--- config.mk ---
export PLATFORM = sky130hd
export DESIGN_NAME = mfcw_rank
export DESIGN_NICKNAME = d
export VERILOG_FILES = /design/src/rtl/mfcw_pkg.sv /design/src/rtl/mfcw_rank.sv
export SDC_FILE = /design/constraint.sdc
export NUM_CORES = 1
export LEC_CHECK = 0
export ABC_AREA = 1
export BUFFER_PORTS_ARGS = -buffer_cell sky130_fd_sc_hd__buf_4
export CORE_AREA = 2 2 159 161
export DETAILED_ROUTE_END_ITERATION = 7
export DIE_AREA = 0 0 161 163
export PLACE_DENSITY_LB_ADDON = 0.3
export SLEW_MARGIN = 20
export SYNTH_ARGS = -nofsm -noshare
export SYNTH_HDL_FRONTEND = slang
export SYNTH_SLANG_ARGS = --single-unit
--- constraint.sdc ---
create_clock -name clk -period 9.25 [get_ports clk]
set_input_delay 1.85 -clock clk [delete_from_list [all_inputs] [get_ports clk]]
set_output_delay 1.85 -clock clk [all_outputs]
set_load 0.005 [all_outputs]
--- src/rtl/mfcw_pkg.sv ---
// ----------------------------------------------------------------------------
// mfcw_pkg
// Shared types and constants of the clipped-window median filter.
// ----------------------------------------------------------------------------
package mfcw_pkg;

	localparam int PIX_W        = 8;
	localparam int CNT_W        = 24;
	localparam int CFG_W        = 13;
	localparam int IDX_W        = 2;
	localparam int HEIGHT_LIMIT = 4096;

	localparam logic [IDX_W-1:0] REG_WIDTH  = 2'd0;
	localparam logic [IDX_W-1:0] REG_HEIGHT = 2'd1;
	localparam logic [IDX_W-1:0] REG_HALF   = 2'd2;

	localparam logic ACT_PIXEL = 1'b0;
	localparam logic ACT_DRAIN = 1'b1;

	typedef enum logic [2:0] {
		ST_IDLE,
		ST_GATHER,
		ST_TAIL,
		ST_START,
		ST_SELECT,
		ST_EMIT,
		ST_RECALC
	} state_t;

	typedef struct packed {
		logic             done;
		logic [PIX_W-1:0] value;
	} rank_stat_t;

endpackage

--- src/rtl/mfcw_rank.sv ---
// ----------------------------------------------------------------------------
// mfcw_rank
// Radix select of the element of rank n/2, one bit per cycle, MSB first.
// ----------------------------------------------------------------------------
module mfcw_rank #(
	parameter int WIN_MAX = 49,
	parameter int NW      = 6
) (
	input  logic                                  clk,
	input  logic                                  arst_n,
	input  logic                                  start,
	input  logic [NW-1:0]                         n,
	input  logic [WIN_MAX-1:0][mfcw_pkg::PIX_W-1:0] win,
	output mfcw_pkg::rank_stat_t                  stat
);
	import mfcw_pkg::*;

	localparam int BW = $clog2(PIX_W);

	logic               busy_q;
	logic [BW-1:0]      bit_q;
	logic [NW-1:0]      rank_q;
	logic [WIN_MAX-1:0] live_q;
	logic [PIX_W-1:0]   val_q;
	logic               done_q;
	logic [WIN_MAX-1:0] ones;
	logic [NW-1:0]      cnt0;
	logic               pick_one;

	always_comb begin
		for (int i = 0; i < WIN_MAX; i++) begin
			ones[i] = win[i][bit_q];
		end
		cnt0     = NW'($countones(live_q & ~ones));
		pick_one = (rank_q >= cnt0);
	end

	always_ff @(posedge clk or negedge arst_n) begin
		if (!arst_n) begin
			busy_q <= 1'b0;
			done_q <= 1'b0;
			bit_q  <= '0;
		end else begin
			done_q <= 1'b0;
			if (start) begin
				busy_q <= 1'b1;
				bit_q  <= BW'(PIX_W - 1);
			end else if (busy_q) begin
				if (bit_q == '0) begin
					busy_q <= 1'b0;
					done_q <= 1'b1;
				end
				bit_q <= bit_q - 1'b1;
			end
		end
	end

	always_ff @(posedge clk) begin
		if (start) begin
			rank_q <= n >> 1;
			for (int i = 0; i < WIN_MAX; i++) begin
				live_q[i] <= (NW'(i) < n);
			end
		end else if (busy_q) begin
			val_q[bit_q] <= pick_one;
			if (pick_one) begin
				rank_q <= rank_q - cnt0;
				live_q <= live_q & ones;
			end else begin
				live_q <= live_q & ~ones;
			end
		end
	end

	assign stat.done  = done_q;
	assign stat.value = val_q;

endmodule

==> metrics, run 1 <==
dominant synthesized flop cell=edfxtp_1; Final HPWL DP=29350 um; # DRC=0; die width=161 um; critical path arrival=8.88 ns; Final Core Density=54.54%; DRT iter0 DRCs=1046; via density per instance=4.979; most area-consuming cells after synthesis=nand2_1, edfxtp_1, fa_1; all-layer global routing usage=28.19%; WP buf/inv=5; CTS max path bufs=2; clock latency on the worst-skew pair=0.35 ns; Layout Skew=0.009054 ns; post-route setup TNS=0 ns; worst rel slew slack=39.79%; CP Max Fanout=21; Layout area overhead=33.49%; Rows=58; initial antenna violation count=0; routability cong.=1.018; final instance count without filler cells=2497; number of global-route vias before repair=11660; layout cells sized above 1=20.72%; Die ar.=26240 um2; CP max stage cell=fa_1; EDFF count, synth=62; post-placement setup slack=0.05291 ns; fin crit period=8.856 ns; final WL=37590 um; Crit Path Category=in2reg; Avg WL per Cell=15.05 um; nets=2621; Synth top area share=41.14%; Worst setup SP type=input port; H-Tree Depth=3; ys async rst share=7.353%; IO Pins=410; Synth Area per Inst=5.509 um2; RSZ-0062 raised after global routing=false; CTS-repair resized insts=0; Final Slew Violations=0; largest net degree at the start of global routing=155; Antenna diodes=0; detailed-route via count=12430; Initial Utilization=40.86%; CTS tree=done; crit-path most repeated cell=fa_1; min-delay worst type=reg2reg; synth unique cells=33; # clock sinks=68; status=completed; DR pass1 iterations=5; PnR worst setup slack=0.3943 ns; Yosys Warn Count=0; total placed cells including tap cells=2481; CP delay by family, top=adder cells; crit share post-route=95.74%; fmax=0.1129 GHz; slowest stage delay, CP=0.61 ns; post-synth net total=2289; postcts setup bufs=0; hold_buf cts=0; Post-Syn Instances=1830; Final Hold Violating Endpoints=0; element type at the critical path end=flop; Critical Path RT=9.27 ns; cell taking the most area after synthesis=nand2_1; clk slew on worst S/H paths=0.05 ns; max-cap violations=0; Final ANT Viol Nets=0; IO Port Bufs=409; Root Driver=clkbuf_16; grt total ovfl=0; CTS Buf Count=9; Yosys reg bits=68; # setup viols final=0; die height=163 um; worst-margin pin slew=0.9021 ns; first-pass GRT wire length=59350 um; Cell Area, Synth=10080 um2; Core Region=24670 um2; Seq/Total Area, Yosys=19.91%
-- cell usage in the layout (no fill, tap or decap), types with 2 or more instances in the layout --
cell type,instances
nand2_1,1105
buf_4,420
inv_1,130
nand3_1,125
nor2_1,117
edfxtp_1,62
nand4_1,42
fa_1,41
o21ai_0,28
ha_1,17
a21oi_1,16
clkbuf_16,9
nor4_1,8
o31ai_1,7
buf_12,4
inv_2,3
nand3b_1,3
xnor2_1,2
xor2_1,2
clkinv_1,2
a31oi_1,2
clkinv_2,2
dfrtp_4,2
dfrtp_1,2
bufinv_16,2
clkbuf_1,2
-- synthesized netlist by cell type (3+ instances only) --
cell type,number
nand2_1,1105
inv_1,132
nand3_1,125
nor2_1,117
edfxtp_1,62
buf_2,45
nand4_1,42
fa_1,41
o21ai_0,28
clkbuf_1,26
ha_1,17
a21oi_1,16
buf_4,15
buf_6,13
nor4_1,8
o31ai_1,7
buf_1,5
dfrtp_1,5
nand3b_1,3
-- worst paths after layout --
| kind | from | end | slack [ns] | cells after the start |
|---|---|---|---|---|
| setup reg to reg | bit_q[1]$_DFFE_PN0P_ | rank_q[2]$_DFFE_PP_ | 0.76 | 29 |
| setup / recovery | win[107] | rank_q[2]$_DFFE_PP_ | 0.39 | 28 |
| max in group asynchronous | arst_n | bit_q[0]$_DFFE_PN0P_ | 7.82 | 1 |
| min in group asynchronous | arst_n | done_q$_DFF_PN0_ | 1.30 | 1 |
| hold reg to reg | rank_q[5]$_SDFFE_PP0P_ | rank_q[5]$_SDFFE_PP0P_ | 0.53 | 2 |
| hold / removal | rank_q[5]$_SDFFE_PP0P_ | rank_q[5]$_SDFFE_PP0P_ | 0.53 | 2 |
-- state kept, by name, summed over array words and instances, names as in the netlist --
register	flops
busy_q	1
live_q	49
val_q	8
rank_q	6
done_q	1
bit_q	3
-- through the flow --
| step | cell area, um2 | hold slack (ns) |
|---|---|---|
| floorplan | 10080 | 0.4804 |
| global placement | 13140 | 0.5145 |
| detailed placement | 13140 | 0.5134 |
| CTS | 13450 | 0.5297 |
| global route | 13460 | 0.5851 |
| finish | 13460 | 0.5288 |
-- worst min-delay path: cells and delay by family (launching register included) --
family,cells,cell delay [ns]
flip-flops,1,0.33
AND/OR/NAND/NOR,1,0.08
AO/OA/AOI/OAI,1,0.09
-- cells by family after synthesis --
kind of cell	Yosys count	synth area share [%]
and+or+nand+nor	1404	55.36
buffers and inverters	240	11.07
AOI/OAI and AO/OA	56	3.066
DFF	68	19.91
adders and majority gates	58	10.25
xor gates and xnor gates	4	0.3476
-- area by class of cell --
class | instances | area (um2)
clock buffers | 11 | 232.7
clock inverters | 5 | 76.32
fillers | 2601 | 11220
inverters | 136 | 516.7
multi-input cells | 1522 | 6958
flip-flops and latches | 68 | 2016
well taps | 330 | 412.9
repair buffers | 425 | 3244
-- per-layer routing --
layer	share of wire [%]	wire [um]	GRT usage (%)	up-vias
met4	2.7	1028	9.375	0
met5	0	0	0	-
met2	48	17880	48.44	476
met1	43	16170	36.48	5578
li1	-	-	-	6312
met3	6.7	2512	4.049	67
Power of run 1 is left out: the tool's default activity adds up to more than one toggle a clock period on the data nets, which glitch-free logic cannot reach.
==> run 2, diff against run 1 <==
ABC_AREA = 0   (was 1)
CORE_AREA = 2 2 161 163   (was 2 2 159 161)
DIE_AREA = 0 0 163 165   (was 0 0 161 163)
==> metrics, run 2 <==
Avg WL per Cell=20.41 um (was 15.05 um); Final ANT Viol Nets=0 (unchanged); hold_buf cts=0 (unchanged); CTS Buf Count=9 (unchanged); max reg flops=49 (unchanged); grt total ovfl=0 (unchanged); Post-Syn Instances=731 (was 1830); Synth top area share=25.83% (was 41.14%); Core Region=25040 um2 (was 24670 um2); Largest Register=live_q (unchanged); reg2reg setup slack=0.74 ns (was 0.76 ns); layout cells sized above 1=54.62% (was 20.72%); fin crit period=9.019 ns (was 8.856 ns); CP Max Fanout=8 (was 21); count leader, synth=mux4_2 (was nand2_1); Final Slew Violations=0 (unchanged); Filler cells=2296 (was 2601); status=completed (unchanged); Final Hold Violating Endpoints=0 (unchanged); initial antenna violation count=0 (unchanged); dominant synthesized flop cell=edfxtp_1 (unchanged); ys async rst share=7.353% (unchanged); max-cap violations=0 (unchanged); DRT iter0 DRCs=466 (was 1046); Layout Skew=0.009771 ns (was 0.009054 ns); # setup viols final=0 (unchanged); most frequent cells in the layout=buf_4, mux4_2, nand2_1, edfxtp_1, inv_1 (was nand2_1, buf_4, inv_1, nand3_1, nor2_1); cell taking the most area after synthesis=mux4_2 (was nand2_1); RSZ-0062 raised after global routing=false (unchanged); Root Driver=clkbuf_16 (unchanged); IO Port Bufs=409 (unchanged); CTS tree=done (unchanged); critical path arrival=9.12 ns (was 8.88 ns); CTS max path bufs=2 (unchanged); clk slew on worst S/H paths=0.06 ns (was 0.05 ns); detailed-route via count=7697 (was 12430); worst-margin pin slew=0.7389 ns (was 0.9021 ns); # DRC=0 (unchanged); final WL=30130 um (was 37590 um); Layout area overhead=48.48% (was 33.49%); EDFF count, synth=62 (unchanged); DR pass1 iterations=5 (unchanged); Synth Area per Inst=11.45 um2 (was 5.509 um2); Yosys reg bits=68 (unchanged); crit share post-route=97.50% (was 95.74%); worst rel slew slack=50.56% (was 39.79%); Die ar.=26900 um2 (was 26240 um2); top flop regs=live_q x49, val_q x8, rank_q x6 (unchanged); most area-consuming cells after synthesis=mux4_2, edfxtp_1, fa_1 (was nand2_1, edfxtp_1, fa_1); # clock sinks=68 (unchanged); fmax=0.1109 GHz (was 0.1129 GHz); largest net degree at the start of global routing=60 (was 155); Initial Utilization=33.43% (was 40.86%); Seq/Total Area, Yosys=23.98% (was 19.91%); H-Tree Depth=3 (unchanged); Final HPWL DP=24350 um (was 29350 um); die height=165 um (was 163 um); element type at the critical path end=flop (unchanged); Critical Path RT=9.35 ns (was 9.27 ns); Yosys Warn Count=0 (unchanged); via density per instance=5.215 (was 4.979); die width=163 um (was 161 um); Rows=58 (unchanged); Final Core Density=49.64% (was 54.54%); min-delay worst type=reg2reg (unchanged); Antenna diodes=0 (unchanged); commonest non-fill, non-tap cell in the layout=buf_4 (was nand2_1); number of global-route vias before repair=8162 (was 11660); IO Pins=410 (unchanged); Commonest cells post-synth=mux4_2, nand2_1, edfxtp_1 (was nand2_1, inv_1, nand3_1); first-pass GRT wire length=44700 um (was 59350 um); synth unique cells=51 (was 33); routability cong.=0.8586 (was 1.018); Cell Area, Synth=8369 um2 (was 10080 um2); all-layer global routing usage=22.05% (was 28.19%); Crit Path Category=in2reg (unchanged); post-synth net total=1190 (was 2289); clock latency on the worst-skew pair=0.35 ns (about the same); Worst setup SP type=input port (unchanged); nets=1600 (was 2621)
[run 2: cell count changes after synthesis, moves of 42 or more]
cell | before | now
inv_1 | 132 | 56
nor2_1 | 117 | 32
mux2i_1 | 0 | 42
nand3_1 | 125 | 4
nand4_1 | 42 | 0
mux4_2 | 0 | 96
nand2_1 | 1105 | 80
[run 2: layer usage]
layer  vias up  share of wire (%)  track usage [%]
met5         -                  0                0
met4         0                2.7            7.522
met3        59                4.8            3.440
met2       281                 52            36.81
met1      3829                 41            29.33
li1       3528                  -                -
[run 2: worst max-delay path, cell delays in order]
cell and delay, ns:
buf_4 0.10, mux4_2 0.55, mux2i_4 0.19, and2_4 0.17
fa_1 0.44, fa_1 0.54, inv_1 0.07, fa_1 0.58
fa_1 0.45, fa_1 0.51, fa_1 0.50, inv_1 0.05
fa_1 0.47, fa_2 0.37, inv_2 0.07, fa_2 0.20
inv_1 0.04, a21o_1 0.18, a21oi_2 0.14, xor2_1 0.16
ha_2 0.30, or2_2 0.30, a21oi_2 0.19, a21oi_4 0.12
buf_12 0.20, xor2_1 0.14, a31o_2 0.26
[run 2: stage by stage]
stage | setup slack [ns] | setup TNS [ns] | hold WS, ns | cell area (um2) | instances
6_report | 0.2310 | 0 | 0.5734 | 12430 | 1476
3_3_place_gp | -0.3095 | -13.11 | 0.5473 | 11940 | 1456
4_1_cts | 0.003960 | 0 | 0.5566 | 12250 | 1472
3_5_place_dp | -0.3810 | -17.19 | 0.5460 | 11940 | 1456
5_1_grt | 0.02652 | 0 | 0.6011 | 12430 | 1476
2_1_floorplan | 0.07228 | 0 | 0.5115 | 8369 | 731
[run 2: final cells by class]
class	count	area, um2	area share (%)
Inverter	58	219.0	1.762
Sequential cell	68	2014	16.21
Clock buffer	9	225.2	1.812
Multi-Input combinational cell	546	5894	47.43
Tap cell	330	412.9	3.323
Clock inverter	7	82.58	0.6645
Timing Repair Buffer	458	3578	28.80
[run 2: logic make-up (layout without fill, tap and decap cells)]
kind of cell,after synthesis,count (layout),share of synthesized area [%]
AND/OR/NAND/NOR,169,169,9.164
flip-flops,68,68,23.98
adder cells (fa/ha/maj),58,58,12.35
XOR/XNOR,56,56,5.860
AO/OA/AOI/OAI,116,116,8.895
buffers and inverters,117,532,6.922
multiplexers,147,147,32.83
[run 2: worst paths after layout]
check | start | end | cells past startpoint
max | win[319] | live_q[32]$_DFFE_PP_ | 27
min | rank_q[5]$_SDFFE_PP0P_ | rank_q[5]$_SDFFE_PP0P_ | 3
max reg2reg | bit_q[1]$_DFFE_PN0P_ | live_q[32]$_DFFE_PP_ | 28
min reg2reg | rank_q[5]$_SDFFE_PP0P_ | rank_q[5]$_SDFFE_PP0P_ | 3
max in group asynchronous | arst_n | bit_q[2]$_DFFE_PN0P_ | 1
min in group asynchronous | arst_n | bit_q[1]$_DFFE_PN0P_ | 1
[run 2: repair_timing]
action	CTS	global route
setup endpoints to repair	15	63
pin swaps	0	17
buffers inserted	0	2
resized for setup	2	22
hold endpoints to repair	0	0
cloned	0	3
Power of run 2 is left out for the same reason.
